--- src/rtl/ack_nak_tracker_assert.svh ---
// Assertion macros for the acknowledge history tracker.
// Included by the top level; depends on nothing else.
`ifndef ACK_NAK_TRACKER_ASSERT_SVH
`define ACK_NAK_TRACKER_ASSERT_SVH

// Same-cycle implication, disabled while reset is asserted.
`define ANT_ASSERT_NOW(label, clk, rst_n, ante, cons, msg) \
  label: assert property (@(posedge clk) disable iff (!rst_n) (ante) |-> (cons)) \
    else $error(msg);

// Next-cycle implication, disabled while reset is asserted.
`define ANT_ASSERT_NEXT(label, clk, rst_n, ante, cons, msg) \
  label: assert property (@(posedge clk) disable iff (!rst_n) (ante) |=> (cons)) \
    else $error(msg);

`endif

--- src/rtl/ant_pkg.sv ---
// Shared types, codes and the CRC-8 byte function of the acknowledge history tracker.
// Used by the channel interfaces, the controller, the datapath and the top level.
package ant_pkg;

  localparam int ENTRIES_DEFAULT = 8;
  localparam logic [7:0] CRC_POLY_RESET = 8'h8C;
  localparam int CRC_CNT_W = 2;
  localparam logic [CRC_CNT_W-1:0] CRC_LAST_BYTE = 2'd2;
  localparam int CFG_IDX_W = 2;

  localparam logic [1:0] KIND_RECORD = 2'd0;
  localparam logic [1:0] KIND_ACK    = 2'd1;
  localparam logic [1:0] KIND_QUERY  = 2'd2;

  localparam logic [7:0] ACK_CODE_ACK = 8'd1;
  localparam logic [7:0] ACK_CODE_NAK = 8'd2;

  localparam logic [CFG_IDX_W-1:0] REG_RETURN_ADDRESS = 2'd0;
  localparam logic [CFG_IDX_W-1:0] REG_CRC_POLYNOMIAL = 2'd1;

  typedef struct packed {
    logic [1:0] kind;
    logic [7:0] sent_address;
    logic [7:0] sent_crc;
    logic [7:0] sent_status;
    logic [7:0] ack_first;
    logic [7:0] ack_code;
    logic [7:0] ack_ref_crc;
    logic [7:0] ack_check;
    logic [7:0] lookup_address;
  } in_item_t;

  typedef struct packed {
    logic        lookup_found;
    logic [7:0]  lookup_status;
    logic        ack_crc_ok;
    logic        ack_applied;
    logic [15:0] crc_error_count_out;
  } out_item_t;

  typedef struct packed {
    logic [CFG_IDX_W-1:0] index;
    logic [7:0]           data;
  } cfg_wr_t;

  typedef struct packed {
    logic load;
    logic record;
    logic crc_step;
    logic err_inc;
    logic set_ok;
    logic scan_start;
    logic scan_read;
    logic hit;
    logic out_load;
  } ant_cmd_t;

  typedef struct packed {
    logic [1:0] kind;
    logic       crc_last;
    logic       crc_ok;
    logic       code_valid;
    logic       hit;
    logic       data_last;
  } ant_status_t;

  function automatic logic [7:0] crc8_byte(input logic [7:0] crc_in,
                                           input logic [7:0] data_in,
                                           input logic [7:0] poly);
    logic [7:0] c;
    logic [7:0] d;
    logic       fb;
    c = crc_in;
    d = data_in;
    for (int i = 0; i < 8; i++) begin
      fb = c[0] ^ d[0];
      c  = c >> 1;
      if (fb) begin
        c = c ^ poly;
      end
      d = d >> 1;
    end
    return c;
  endfunction

endpackage

--- src/rtl/ant_chan_ifs.sv ---
// Valid/ready channel interfaces for the input, result and configuration transactions.
// Depends on ant_pkg for the payload types.
interface ant_in_if import ant_pkg::*; ();
  logic     valid;
  logic     ready;
  in_item_t payload;
  modport source(output valid, output payload, input ready);
  modport sink(input valid, input payload, output ready);
endinterface

interface ant_out_if import ant_pkg::*; ();
  logic      valid;
  logic      ready;
  out_item_t payload;
  modport source(output valid, output payload, input ready);
  modport sink(input valid, input payload, output ready);
endinterface

interface ant_cfg_if import ant_pkg::*; ();
  logic    valid;
  logic    ready;
  cfg_wr_t payload;
  modport source(output valid, output payload, input ready);
  modport sink(input valid, input payload, output ready);
endinterface

--- src/rtl/ant_ctrl.sv ---
// Controller state machine of the acknowledge history tracker.
// Depends on ant_pkg; drives the datapath through ant_cmd_t and reads ant_status_t.
module ant_ctrl import ant_pkg::*; (
  input  logic        clk,
  input  logic        rst_n,
  input  logic        in_valid,
  output logic        in_ready,
  output logic        out_valid,
  input  logic        out_ready,
  input  ant_status_t status,
  output ant_cmd_t    cmd
);

  typedef enum logic [2:0] {
    S_IDLE, S_DISPATCH, S_CRC, S_CHECK, S_FILL, S_SCAN, S_FINISH
  } state_t;

  state_t state_r, state_nxt;
  logic   out_valid_r, out_valid_nxt;

  always_comb begin
    state_nxt = state_r;
    cmd       = '0;
    case (state_r)
      S_IDLE: begin
        if (in_valid) begin
          cmd.load  = 1'b1;
          state_nxt = S_DISPATCH;
        end
      end
      S_DISPATCH: begin
        case (status.kind)
          KIND_RECORD: begin
            cmd.record = 1'b1;
            state_nxt  = S_FINISH;
          end
          KIND_ACK: begin
            state_nxt = S_CRC;
          end
          KIND_QUERY: begin
            cmd.scan_start = 1'b1;
            state_nxt      = S_FILL;
          end
          default: begin
            state_nxt = S_FINISH;
          end
        endcase
      end
      S_CRC: begin
        cmd.crc_step = 1'b1;
        if (status.crc_last) begin
          state_nxt = S_CHECK;
        end
      end
      S_CHECK: begin
        if (!status.crc_ok) begin
          cmd.err_inc = 1'b1;
          state_nxt   = S_FINISH;
        end else if (status.code_valid) begin
          cmd.set_ok     = 1'b1;
          cmd.scan_start = 1'b1;
          state_nxt      = S_FILL;
        end else begin
          cmd.set_ok = 1'b1;
          state_nxt  = S_FINISH;
        end
      end
      S_FILL: begin
        cmd.scan_read = 1'b1;
        state_nxt     = S_SCAN;
      end
      S_SCAN: begin
        if (status.hit) begin
          cmd.hit   = 1'b1;
          state_nxt = S_FINISH;
        end else if (status.data_last) begin
          state_nxt = S_FINISH;
        end else begin
          cmd.scan_read = 1'b1;
        end
      end
      S_FINISH: begin
        if (!out_valid_r || out_ready) begin
          cmd.out_load = 1'b1;
          state_nxt    = S_IDLE;
        end
      end
      default: begin
        state_nxt = S_IDLE;
      end
    endcase
  end

  always_comb begin
    if (cmd.out_load) begin
      out_valid_nxt = 1'b1;
    end else if (out_ready) begin
      out_valid_nxt = 1'b0;
    end else begin
      out_valid_nxt = out_valid_r;
    end
  end

  always_ff @(posedge clk) begin
    if (!rst_n) begin
      state_r     <= S_IDLE;
      out_valid_r <= 1'b0;
    end else begin
      state_r     <= state_nxt;
      out_valid_r <= out_valid_nxt;
    end
  end

  assign in_ready  = (state_r == S_IDLE);
  assign out_valid = out_valid_r;

endmodule

--- src/rtl/ant_dp.sv ---
// Datapath of the acknowledge history tracker: history memories, CRC-8 unit, scan
// pointer, error counter, configuration registers and result register. Depends on ant_pkg.
module ant_dp import ant_pkg::*; #(
  parameter int ENTRIES = ENTRIES_DEFAULT
) (
  input  logic        clk,
  input  logic        rst_n,
  input  in_item_t    in_item,
  input  logic        cfg_we,
  input  cfg_wr_t     cfg_wr,
  input  ant_cmd_t    cmd,
  output ant_status_t status,
  output out_item_t   out_item
);

  localparam int SLOT_W = (ENTRIES > 1) ? $clog2(ENTRIES) : 1;
  localparam logic [SLOT_W-1:0] LAST_SLOT = SLOT_W'(ENTRIES - 1);

  in_item_t             item_r;
  logic [7:0]           return_addr_r;
  logic [7:0]           poly_r;
  logic [SLOT_W-1:0]    write_slot_r;
  logic [15:0]          err_cnt_r;
  logic [ENTRIES-1:0]   valid_r;
  logic [7:0]           mem_addr [ENTRIES];
  logic [7:0]           mem_crc  [ENTRIES];
  logic [7:0]           mem_stat [ENTRIES];
  logic [7:0]           crc_r, crc_nxt;
  logic [CRC_CNT_W-1:0] crc_cnt_r;
  logic [SLOT_W-1:0]    scan_slot_r;
  logic [SLOT_W-1:0]    age_r;
  logic [7:0]           rd_addr_r;
  logic [7:0]           rd_crc_r;
  logic [7:0]           rd_stat_r;
  logic                 rd_valid_r;
  logic [SLOT_W-1:0]    data_slot_r;
  logic                 data_last_r;
  logic                 res_found_r;
  logic [7:0]           res_status_r;
  logic                 res_ok_r;
  logic                 res_applied_r;
  out_item_t            out_item_r;

  logic [7:0]        crc_byte;
  logic [7:0]        ent_addr;
  logic [7:0]        ent_crc;
  logic [7:0]        ent_stat;
  logic              hit;
  logic              wr_en;
  logic [SLOT_W-1:0] wr_slot;
  logic [7:0]        wr_addr;
  logic [7:0]        wr_crc;
  logic [7:0]        wr_stat;
  logic [SLOT_W-1:0] newest_slot;

  always_comb begin
    case (crc_cnt_r)
      2'd0:    crc_byte = item_r.ack_first;
      2'd1:    crc_byte = item_r.ack_code;
      default: crc_byte = item_r.ack_ref_crc;
    endcase
  end

  assign crc_nxt = crc8_byte(crc_r, crc_byte, poly_r);

  // Entries never written read as all zero.
  assign ent_addr = rd_valid_r ? rd_addr_r : 8'd0;
  assign ent_crc  = rd_valid_r ? rd_crc_r  : 8'd0;
  assign ent_stat = rd_valid_r ? rd_stat_r : 8'd0;

  assign hit = (item_r.kind == KIND_QUERY) ? (ent_addr == item_r.lookup_address)
             : ((ent_addr == return_addr_r) && (ent_crc == item_r.ack_ref_crc));

  assign newest_slot = (write_slot_r == '0) ? LAST_SLOT : write_slot_r - 1'b1;

  always_comb begin
    wr_en   = cmd.record || (cmd.hit && (item_r.kind == KIND_ACK));
    wr_slot = write_slot_r;
    wr_addr = item_r.sent_address;
    wr_crc  = item_r.sent_crc;
    wr_stat = item_r.sent_status;
    if (!cmd.record) begin
      wr_slot = data_slot_r;
      wr_addr = ent_addr;
      wr_crc  = ent_crc;
      wr_stat = item_r.ack_code;
    end
  end

  always_ff @(posedge clk) begin
    if (wr_en) begin
      mem_addr[wr_slot] <= wr_addr;
      mem_crc[wr_slot]  <= wr_crc;
      mem_stat[wr_slot] <= wr_stat;
    end
    if (cmd.scan_read) begin
      rd_addr_r <= mem_addr[scan_slot_r];
      rd_crc_r  <= mem_crc[scan_slot_r];
      rd_stat_r <= mem_stat[scan_slot_r];
    end
  end

  always_ff @(posedge clk) begin
    if (!rst_n) begin
      return_addr_r <= 8'd0;
      poly_r        <= CRC_POLY_RESET;
      write_slot_r  <= '0;
      err_cnt_r     <= 16'd0;
      valid_r       <= '0;
      crc_cnt_r     <= '0;
      scan_slot_r   <= '0;
      age_r         <= '0;
      rd_valid_r    <= 1'b0;
      data_slot_r   <= '0;
      data_last_r   <= 1'b0;
    end else begin
      if (cfg_we) begin
        case (cfg_wr.index)
          REG_RETURN_ADDRESS: return_addr_r <= cfg_wr.data;
          REG_CRC_POLYNOMIAL: poly_r        <= cfg_wr.data;
          default: ;
        endcase
      end
      if (cmd.load) begin
        crc_cnt_r <= '0;
      end else if (cmd.crc_step) begin
        crc_cnt_r <= crc_cnt_r + 1'b1;
      end
      if (wr_en) begin
        valid_r[wr_slot] <= 1'b1;
      end
      if (cmd.record) begin
        write_slot_r <= (write_slot_r == LAST_SLOT) ? '0 : write_slot_r + 1'b1;
      end
      if (cmd.err_inc) begin
        err_cnt_r <= err_cnt_r + 16'd1;
      end
      if (cmd.scan_start) begin
        scan_slot_r <= newest_slot;
        age_r       <= '0;
      end else if (cmd.scan_read) begin
        rd_valid_r  <= valid_r[scan_slot_r];
        data_slot_r <= scan_slot_r;
        data_last_r <= (age_r == LAST_SLOT);
        scan_slot_r <= (scan_slot_r == '0) ? LAST_SLOT : scan_slot_r - 1'b1;
        if (age_r != LAST_SLOT) begin
          age_r <= age_r + 1'b1;
        end
      end
    end
  end

  always_ff @(posedge clk) begin
    if (cmd.load) begin
      item_r        <= in_item;
      crc_r         <= 8'd0;
      res_found_r   <= 1'b0;
      res_status_r  <= 8'd0;
      res_ok_r      <= 1'b0;
      res_applied_r <= 1'b0;
    end else begin
      if (cmd.crc_step) begin
        crc_r <= crc_nxt;
      end
      if (cmd.set_ok) begin
        res_ok_r <= 1'b1;
      end
      if (cmd.hit) begin
        if (item_r.kind == KIND_QUERY) begin
          res_found_r  <= 1'b1;
          res_status_r <= ent_stat;
        end else begin
          res_applied_r <= 1'b1;
        end
      end
    end
    if (cmd.out_load) begin
      out_item_r.lookup_found        <= res_found_r;
      out_item_r.lookup_status       <= res_status_r;
      out_item_r.ack_crc_ok          <= res_ok_r;
      out_item_r.ack_applied         <= res_applied_r;
      out_item_r.crc_error_count_out <= err_cnt_r;
    end
  end

  assign status.kind       = item_r.kind;
  assign status.crc_last   = (crc_cnt_r == CRC_LAST_BYTE);
  assign status.crc_ok     = (crc_r == item_r.ack_check);
  assign status.code_valid = (item_r.ack_code == ACK_CODE_ACK)
                          || (item_r.ack_code == ACK_CODE_NAK);
  assign status.hit        = hit;
  assign status.data_last  = data_last_r;

  assign out_item = out_item_r;

endmodule

--- src/rtl/ack_nak_tracker.sv ---
// Top level of the acknowledge history tracker: joins controller and datapath to the channels.
// Depends on ant_pkg, the channel interfaces, ant_ctrl, ant_dp and the assertion macros.
//
//   channel  direction  carries
//   in_ch    sink       record, acknowledge or query transaction
//   out_ch   source     one result per input transaction
//   cfg_ch   sink       register index and write data, always ready
//
// A record passes the dispatch and finish states only; a query also waits on the scan of the
// history memory, one entry per cycle, up to its first hit; an acknowledge waits on the CRC-8
// unit, a byte per cycle, and after a CRC match with a valid code on the scan. The input is
// ready again the cycle after the result is loaded, so one transaction is in work at once.
// Reset is synchronous and clears the history through per-entry valid bits at once.
// A result waiting in the output register does not stop the next input transaction; the
// work only holds at its end until the output register is free.
`include "ack_nak_tracker_assert.svh"
module ack_nak_tracker import ant_pkg::*; #(
  parameter int ENTRIES = ENTRIES_DEFAULT
) (
  input logic           clk,
  input logic           rst_n,
  ant_in_if.sink        in_ch,
  ant_out_if.source     out_ch,
  ant_cfg_if.sink       cfg_ch
);

  ant_cmd_t    cmd;
  ant_status_t status;
  logic        in_ready;
  logic        out_valid;
  out_item_t   out_item;

  ant_ctrl u_ctrl (
    .clk       (clk),
    .rst_n     (rst_n),
    .in_valid  (in_ch.valid),
    .in_ready  (in_ready),
    .out_valid (out_valid),
    .out_ready (out_ch.ready),
    .status    (status),
    .cmd       (cmd)
  );

  ant_dp #(
    .ENTRIES (ENTRIES)
  ) u_dp (
    .clk      (clk),
    .rst_n    (rst_n),
    .in_item  (in_ch.payload),
    .cfg_we   (cfg_ch.valid),
    .cfg_wr   (cfg_ch.payload),
    .cmd      (cmd),
    .status   (status),
    .out_item (out_item)
  );

  assign in_ch.ready    = in_ready;
  assign out_ch.valid   = out_valid;
  assign out_ch.payload = out_item;
  assign cfg_ch.ready   = 1'b1;

  `ANT_ASSERT_NEXT(a_one_in_work, clk, rst_n, in_ch.valid && in_ready, !in_ready,
    "input accepted while busy")
  `ANT_ASSERT_NOW(a_applied_needs_ok, clk, rst_n, out_valid && out_item.ack_applied,
    out_item.ack_crc_ok, "applied without CRC match")
  `ANT_ASSERT_NOW(a_found_excl_ack, clk, rst_n, out_valid && out_item.lookup_found,
    !out_item.ack_crc_ok && !out_item.ack_applied, "query and acknowledge flags mixed")
  `ANT_ASSERT_NOW(a_status_needs_found, clk, rst_n, out_valid && !out_item.lookup_found,
    out_item.lookup_status == 8'd0, "status without a found entry")

endmodule

--- src/flat_wrapper.sv ---
// flat-port wrapper written by rule: the top's interface ports become plain ports
module ack_nak_tracker_flat import ant_pkg::*;
#(
  parameter int ENTRIES = ENTRIES_DEFAULT
)
  (clk, rst_n, in_ch_valid, in_ch_payload, in_ch_ready, out_ch_valid, out_ch_payload, out_ch_ready, cfg_ch_valid, cfg_ch_payload, cfg_ch_ready);
  ant_in_if in_ch_i ();
  ant_out_if out_ch_i ();
  ant_cfg_if cfg_ch_i ();
  input logic clk;
  input logic rst_n;
  input wire logic [$bits(in_ch_i.valid)-1:0] in_ch_valid;
  input wire logic [$bits(in_ch_i.payload)-1:0] in_ch_payload;
  output wire logic [$bits(in_ch_i.ready)-1:0] in_ch_ready;
  output wire logic [$bits(out_ch_i.valid)-1:0] out_ch_valid;
  output wire logic [$bits(out_ch_i.payload)-1:0] out_ch_payload;
  input wire logic [$bits(out_ch_i.ready)-1:0] out_ch_ready;
  input wire logic [$bits(cfg_ch_i.valid)-1:0] cfg_ch_valid;
  input wire logic [$bits(cfg_ch_i.payload)-1:0] cfg_ch_payload;
  output wire logic [$bits(cfg_ch_i.ready)-1:0] cfg_ch_ready;
  assign in_ch_i.valid = in_ch_valid;
  assign in_ch_i.payload = in_ch_payload;
  assign in_ch_ready = in_ch_i.ready;
  assign out_ch_valid = out_ch_i.valid;
  assign out_ch_payload = out_ch_i.payload;
  assign out_ch_i.ready = out_ch_ready;
  assign cfg_ch_i.valid = cfg_ch_valid;
  assign cfg_ch_i.payload = cfg_ch_payload;
  assign cfg_ch_ready = cfg_ch_i.ready;
  ack_nak_tracker #(.ENTRIES(ENTRIES)) u_core (.clk(clk), .rst_n(rst_n), .in_ch(in_ch_i), .out_ch(out_ch_i), .cfg_ch(cfg_ch_i));
endmodule
--- config.mk ---
export PLATFORM = sky130hd
export DESIGN_NAME = ack_nak_tracker_flat
export DESIGN_NICKNAME = d
export VERILOG_FILES = /design/src/rtl/ant_pkg.sv /design/src/rtl/ant_chan_ifs.sv /design/src/rtl/ant_ctrl.sv /design/src/rtl/ant_dp.sv /design/src/rtl/ack_nak_tracker.sv /design/src/flat_wrapper.sv
export VERILOG_INCLUDE_DIRS = /design/src /design/src/rtl
export SDC_FILE = /design/constraint.sdc
export NUM_CORES = 1
export LEC_CHECK = 0
export BUFFER_PORTS_ARGS = -buffer_cell sky130_fd_sc_hd__buf_2
export CORE_MARGIN = 10
export CORE_UTILIZATION = 45
export DETAILED_ROUTE_END_ITERATION = 6
export PLACE_DENSITY = 0.74
export RECOVER_POWER = 50
export SKIP_CTS_REPAIR_TIMING = 1
export SLEW_MARGIN = 5
export SYNTH_ARGS = -nofsm -noshare
export SYNTH_HDL_FRONTEND = slang
export SYNTH_SLANG_ARGS = --single-unit
--- constraint.sdc ---
create_clock -name clk -period 12.8 [get_ports clk]
set_input_delay 0.64 -clock clk [delete_from_list [all_inputs] [get_ports clk]]
set_output_delay 0.64 -clock clk [all_outputs]
set_load 0.1 [all_outputs]
==> metrics.md, run 1 <==
| Metric | Value |
|---|---|
| Status | finished with violations |
| Failing checks | max-capacitance violations, max-slew violations |
| TritonCTS Buffers | 40 |
| R2R cell count | 7 |
| Buf+Inv Stages, Crit Path | 2 |
| Total global-route track usage | 16.5% |
| Async S/R FF share, synth | 0% |
| Worst setup path end | u_core.u_dp.mem_addr[7][1] |
| Crit share post-route | 41.8% |
| DRT antenna net count | 0 |
| Die ar. | 45400 sq um |
| Max FO, Critical Path | 53 |
| Slew @ Worst Pin | 3.60 ns |
| Slew margin rel. | -141% |
| DRC Markers | 0 |
| Share of cells above drive strength 1 | 19.6% |
| Post-synth EDFFs | 309 |
| RSZ-0062 raised after global routing | false |
| Critical path data required time | 12.96 ns |
| Iter 0 DRT Violations | 812 |
| Final Hold Viols | 0 |
| P_leak | 6.41 nW |
| Leading area contributor after synthesis | edfxtp_1 |
| Hold path startpoint | in_ch_payload[13] |
| Crit path from | u_core.u_ctrl.state_r[0] |
| Cell count after synthesis | 1190 |
| Global-route wire length before repair | 57300 microns |
| Synthesized area per cell | 14.1 sq um |
| Final hold slack | 0.262 ns |
| Overall routed net length | 37900 microns |
| Tmin final | 5.35 ns |
| Number of cells on the critical path | 7 |
| Sink Count | 388 |
| Largest net degree at the start of global routing | 55 |
| Ant. Diodes | 0 |
| Worst r2r dst | u_core.u_dp.mem_addr[7][1] |
| Die H | 213 microns |
| Hold Crit Class | in -> reg |
| Core outline area | 36700 sq um |
| Slowest cell delay on critical path | 2.04 ns |
| DRT Pass-1 Iters | 5 |
| Synth warn | 0 |
| Peak supply drop | 0.149 mV |
| Synth cell count leaders | edfxtp_1 (309), nand2_1 (132), nor2_1 (106), dfxtp_1 (79), mux4_2 (50) |
| Yosys reg bits | 388 |
| IO Port Bufs | 109 |
| Final setup viols | 0 |
| Final worst slack | 7.45 ns |
| Wirelength per Cell | 21.2 microns |
| Total negative setup slack | 0 ns |
| Clock root buffer | clkbuf_16 |
| Largest delay share family, worst path | buffers and inverters |
| Clock-pin slew on the worst setup and hold paths | 0.06 ns |
| Pre-CTS WS | 7.82 ns |
| Starting Density | 45.7% |
| Synthesized area | 16800 sq um |
| Worst reg-to-reg setup slack | 7.45 ns |
| GR Overflow Total | 0 |
| Dpl hpwl | 24100 microns |
| Highest-delay cell along the critical path | clkbuf_1 |
| Sequential area share after synthesis | 64.8% |
| TritonCTS clock tree | done |
| Setup CP Type | reg -> reg |
| Via count | 10005 |
| Max_cap viols | 5 |
| Post-synth cell types | 88 |
| Worst setup EP type | register |
| Synth top area share | 55.3% |
| Total power | 4.51 mW |
| Max-slew violation count | 241 |
| Worst path cell trace | inv_1, nor2_1, nor4b_1, clkbuf_1, mux2i_1, or2_2, nor2_4 |
| Clk Latency, worst-skew pair | 0.55 ns |
| Count leader, synth | edfxtp_1 |
| Pwr per Cell Area | 238 nW/um^2 |
| Top Ports | 111 |
| Vias in the first global route | 9838 |
| H-tree Lvls | 2 |
| CTS max path bufs | 3 |
| Placer Congestion | 0.926 |
| Clock skew | 0.0187 ns |
| Top FF cell, synth | edfxtp_1 |
| Routed vias/inst | 5.59 |
| Area growth, synth to finish | 13.0% |
| Initial antenna violation count | 0 |
| R2R Path Start | u_core.u_ctrl.state_r[0] |
| # rows | 70 |
| Post-synth net total | 1283 |
| Crit path launch type | register |
| Max frequency | 0.187 GHz |
| Die width | 213 microns |
| Final nets | 1383 |
| Arrival time of the worst setup path | 5.51 ns |
| Synth top area cells | edfxtp_1 (55%), dfxtp_1 (9.4%), mux4_2 (6.7%) |
-- per-stage QoR --
step	cell area, sq um	std cells	util, %
after floorplan	16800	1190	-
after global placement	17800	1716	48.5
after detailed placement	17800	1716	48.5
after CTS	19000	1789	51.8
after global routing	18900	1789	51.6
final	18900	1789	51.6
-- metal layers --
layer / part of all wire (%) / global-route usage (%)
met5: 0 / 0
met4: 2.4 / 4.87
met3: 7.9 / 3.49
met2: 47 / 25.9
met1: 43 / 22.6
-- kinds of logic after synthesis --
group                    count (synthesis)  share of synthesized area [%]
XOR/XNOR                                75                           5.24
adder cells (fa/ha/maj)                 12                          0.895
other                                    1                         0.0224
AND/OR/NAND/NOR                        338                           9.32
AO/OA/AOI/OAI                          186                           7.53
buffers and inverters                   86                           2.03
multiplexers                           104                           10.2
flip-flops                             388                           64.8
-- area by class of cell --
cell class / instances / area, sq um
fill: 2989 / 17700
sequential: 388 / 10900
multi-input combinational: 716 / 5640
clock buffer: 53 / 1050
tap: 468 / 586
timing repair buffer: 117 / 549
clock inverter: 20 / 161
inverter: 27 / 103
-- flip-flops by register name, indices dropped and copies added (netlist names), 3 cells and up --
name and cells:
u_core.u_dp.write_slot_r 3, u_core.u_dp.mem_stat 64, u_core.u_dp.mem_addr 64, u_core.u_dp.crc_r 8
u_core.u_dp.return_addr_r 8, u_core.u_dp.item_r 64, u_core.u_dp.valid_r 8, u_core.u_dp.rd_stat_r 8
u_core.u_dp.rd_crc_r 8, u_core.u_dp.err_cnt_r 16, u_core.u_dp.mem_crc 64, u_core.u_dp.poly_r 8
u_core.u_ctrl.state_r 3, u_core.u_dp.age_r 3, u_core.u_dp.res_status_r 8, u_core.u_dp.scan_slot_r 3
u_core.u_dp.data_slot_r 3, u_core.u_dp.rd_addr_r 8, u_core.u_dp.out_item 27
-- worst min path at each step --
stage / endpoint / slack [ns] / cells past startpoint
after global placement: u_core.u_dp.out_item[26] / 0.42 / 0
final: u_core.u_dp.item_r[13] / 0.26 / 1
after detailed placement: u_core.u_dp.out_item[21] / 0.42 / 0
after CTS: u_core.u_dp.item_r[33] / 0.24 / 1
after global routing: u_core.u_dp.item_r[59] / 0.24 / 1
after floorplan: u_core.u_dp.out_item[26] / 0.41 / 0
-- cell usage in the layout, fill, tap and decap left out, types with 8 or more instances in the layout --
cell,instances
mux2_1,12
nor2_4,8
xor2_1,29
clkbuf_1,52
xnor2_1,29
ha_1,12
a21oi_1,43
inv_1,25
nor2_1,98
nand2_1,132
a31oi_1,9
a22o_1,11
nand3_1,19
mux2i_1,21
mux2_2,20
o21ai_0,48
mux4_2,50
edfxtp_1,309
buf_2,73
dfxtp_1,77
nor4_1,10
clkbuf_16,40
o21ai_1,12
-- power by group --
group	switching, mW	internal, mW	total [mW]
Clock	0.477	0.605	1.08
Combinational	0.870	0.819	1.69
Sequential	0.174	1.57	1.74
Total	1.52	2.99	4.51
-- worst reg2reg max path: stages (launching register included) --
cell and delay (ns):
dfxtp_1 0.53, inv_1 0.17, nor2_1 0.28, nor4b_1 0.28
clkbuf_1 2.04, mux2i_1 0.30, or2_2 0.50, nor2_4 0.86
(Power assumes the default switching activity.)
==> run 2: changes to the inputs <==
==> constraint.sdc (replaced) <==
create_clock -name clk -period 5.1 [get_ports clk]
set_input_delay 0.255 -clock clk [delete_from_list [all_inputs] [get_ports clk]]
set_output_delay 0.255 -clock clk [all_outputs]
set_load 0.1 [all_outputs]
==> metrics.md, run 2 (synthesis results as in run 1) <==
| Metric | Value |
|---|---|
| Met2 Use GR | 27.2% (+1.3 points) |
| Vias in the first global route | 10032 (+2.0%) |
| P_leak | 6.87 nW (+7.1%) |
| R2R cell count | 16 (+9) |
| Top Ports | 111 (unchanged) |
| Die ar. | 45400 sq um (unchanged) |
| Global-route wire length before repair | 57000 microns (-0.47%) |
| Hold endpoint | u_core.u_dp.poly_r[6] |
| Final setup viols | 0 (unchanged) |
| Max frequency | 0.210 GHz (+13%) |
| Most common cell after layout, fill and taps aside | edfxtp_1 |
| Sw Share | 32.4% (-1.3 points) |
| Placer Congestion | 0.949 (+2.4%) |
| Worst reg-to-reg setup slack | 0.34 ns (-7.10 ns) |
| P_int | 7.90 mW (+160%) |
| Multi-input logic area | 5590 sq um (-0.80%) |
| Clock skew | 0.0152 ns (-0.00358 ns) |
| Clock-pin slew on the worst setup and hold paths | 0.06 ns (about the same) |
| Clk pwr share | 26.1% (+2.1 points) |
| Final core utilization | 54.2% (+2.5 points) |
| Via count | 10366 (+3.6%) |
| Peak supply drop | 0.440 mV (+200%) |
| Status | finished with violations |
| Max FO, Critical Path | 14 (-74%) |
| GR Layer Usage met1 | 21.1% (-1.5 points) |
| Final Hold Viols | 6 (+6) |
| Fillers | 2940 (-1.6%) |
| Critical path data required time | 5.52 ns (-7.44 ns) |
| Worst r2r dst | u_core.u_dp.crc_r[5] |
| DRT antenna net count | 0 (unchanged) |
| Iter 0 DRT Violations | 919 (+13%) |
| Final nets | 1465 (+5.9%) |
| Hold path startpoint | cfg_ch_payload[6] |
| Sink Count | 388 (unchanged) |
| TritonCTS Buffers | 41 (+2.5%) |
| Slew @ Worst Pin | 2.54 ns (-1.07 ns) |
| CTS max path bufs | 3 (unchanged) |
| Worst setup EP type | register |
| Highest-delay cell along the critical path | nor3b_2 |
| TritonCTS clock tree | done |
| Most frequent cells in the layout | edfxtp_1 (309), nand2_1 (132), nor2_1 (98) |
| Worst path cell trace | inv_1, ha_1, nor3b_2, nor4_1, nor4_1, a22oi_1, a211oi_4, nand2_1, xnor3_2, xnor2_4, xnor2_1, a211o_1, and4_4, o21ai_1, xnor3_1, a22o_1 |
| Max_cap viols | 3 (-2) |
| M3 GR Usage | 2.98% (-0.51 points) |
| Pwr per Cell Area | 588 nW/um^2 (+150%) |
| Total global-route track usage | 16.3% (-0.19 points) |
| Clock root buffer | clkbuf_16 |
| NetSw | 3.78 mW (+150%) |
| Most used cell, CP | nor4_1 |
| # rows | 70 (unchanged) |
| Total negative setup slack | 0 ns (unchanged) |
| R2R Path Start | u_core.u_dp.crc_cnt_r[0] |
| DRC Markers | 0 (unchanged) |
| RSZ-0062 raised after global routing | false |
| Tmin final | 4.76 ns (-0.598 ns) |
| Clk Latency, worst-skew pair | 0.54 ns (about the same) |
| Crit path launch type | register |
| GR Overflow Total | 0 (unchanged) |
| Max-slew violation count | 159 (-34%) |
| Overall routed net length | 38200 microns (+0.91%) |
| Area growth, synth to finish | 18.5% |
| Initial antenna violation count | 0 (unchanged) |
| Starting Density | 45.7% (unchanged) |
| Failing checks | negative hold slack, max-capacitance violations, max-slew violations |
| Wirelength per Cell | 20.4 microns (-3.6%) |
| Ant. Diodes | 0 (unchanged) |
| Setup CP Type | reg -> reg |
| Arrival time of the worst setup path | 5.18 ns (-0.33 ns) |
| Final hold slack | -0.0217 ns (-0.283 ns) |
| Worst hold path depth | 3 (+2) |
| Hold Crit Class | in -> reg |
| IO Port Bufs | 109 (unchanged) |
| Largest net degree at the start of global routing | 55 (unchanged) |
| Die H | 213 microns (unchanged) |
| H-tree Lvls | 2 (unchanged) |
| Die width | 213 microns (unchanged) |
| Slowest cell delay on critical path | 0.48 ns (-1.56 ns) |
| Dpl hpwl | 24300 microns (+0.71%) |
| Combinational Power Share | 36.4% (-1.0 points) |
| Crit share post-route | 93.3% (+51 points) |
| DRT Pass-1 Iters | 5 (unchanged) |
| Core outline area | 36700 sq um (unchanged) |
| Busiest grt layer | met2 |
| Share of cells above drive strength 1 | 20.4% (+0.76 points) |
| Slew margin rel. | -70.0% (+71 points) |
| Routed vias/inst | 5.54 (-0.99%) |
| Sequential cell fraction of total power | 37.5% (-1.1 points) |
| Register area | 10900 sq um (about the same) |
[run 2: changes by cell type in the layout (fill, tap and decap cells not counted), sizes merged]
| cell | delta |
|---|---|
| dlygate4sd3 | +69 |
| buf | +17 |
| bufinv | +5 |
| clkbuf | -3 |
| inv | -3 |
| clkinv | -2 |
[run 2: layout make-up]
class	count	area share, %
sequential	388	54.7
clock buffer	55	5.68
clock inverter	20	1.32
tap	468	2.95
multi-input combinational	716	28.1
timing repair buffer	198	6.74
inverter	27	0.516
[run 2: per-stage QoR]
stage	instances	total power, mW	instance area [sq um]	setup slack (ns)
3_3_place_gp	1728	8.55	17900	0.516
5_1_grt	1872	12.3	19900	0.0444
2_1_floorplan	1190	7.82	16800	0.402
6_report	1872	11.7	19900	0.343
4_1_cts	1803	11.7	19200	0.368
3_5_place_dp	1728	8.67	17900	0.371
[run 2: worst max path at each step]
stage / start / endpoint / slack [ns]
6_report: u_core.u_dp.crc_cnt_r[0] / u_core.u_dp.crc_r[5] / 0.34
5_1_grt: u_core.u_dp.crc_cnt_r[0] / u_core.u_dp.crc_r[5] / 0.04
4_1_cts: u_core.u_dp.crc_cnt_r[0] / u_core.u_dp.crc_r[5] / 0.37
3_5_place_dp: u_core.u_dp.crc_cnt_r[0] / u_core.u_dp.crc_r[5] / 0.37
3_3_place_gp: u_core.u_dp.crc_cnt_r[0] / u_core.u_dp.crc_r[5] / 0.52
2_1_floorplan: u_core.u_ctrl.state_r[0] / u_core.u_dp.item_r[0] / 0.40
[run 2: power by group through the flow]
stage | Clock (mW) | Combinational, mW | Sequential, mW
after floorplan | 0 | 3.62 | 4.20
after global placement | 0 | 4.11 | 4.43
after detailed placement | 0 | 4.23 | 4.44
after CTS | 3.10 | 4.24 | 4.38
after global routing | 3.25 | 4.60 | 4.43
final | 3.05 | 4.25 | 4.38
[run 2: layer usage]
| metal | vias to the layer above | share of wire (%) |
|---|---|---|
| li1 | 4829 | - |
| met1 | 5107 | 42 |
| met2 | 370 | 49 |
| met3 | 60 | 6.3 |
| met4 | 0 | 2.6 |
| met5 | - | 0 |
[run 2: critical path, delay by kind of cell (launching register included)]
kind / cells / cell delay [ns]
xor gates and xnor gates: 4 / 1.06
buffers and inverters: 1 / 0.09
and+or+nand+nor: 5 / 1.34
DFF: 1 / 0.37
AOI/OAI and AO/OA: 5 / 1.37
adders and majority gates: 1 / 0.42
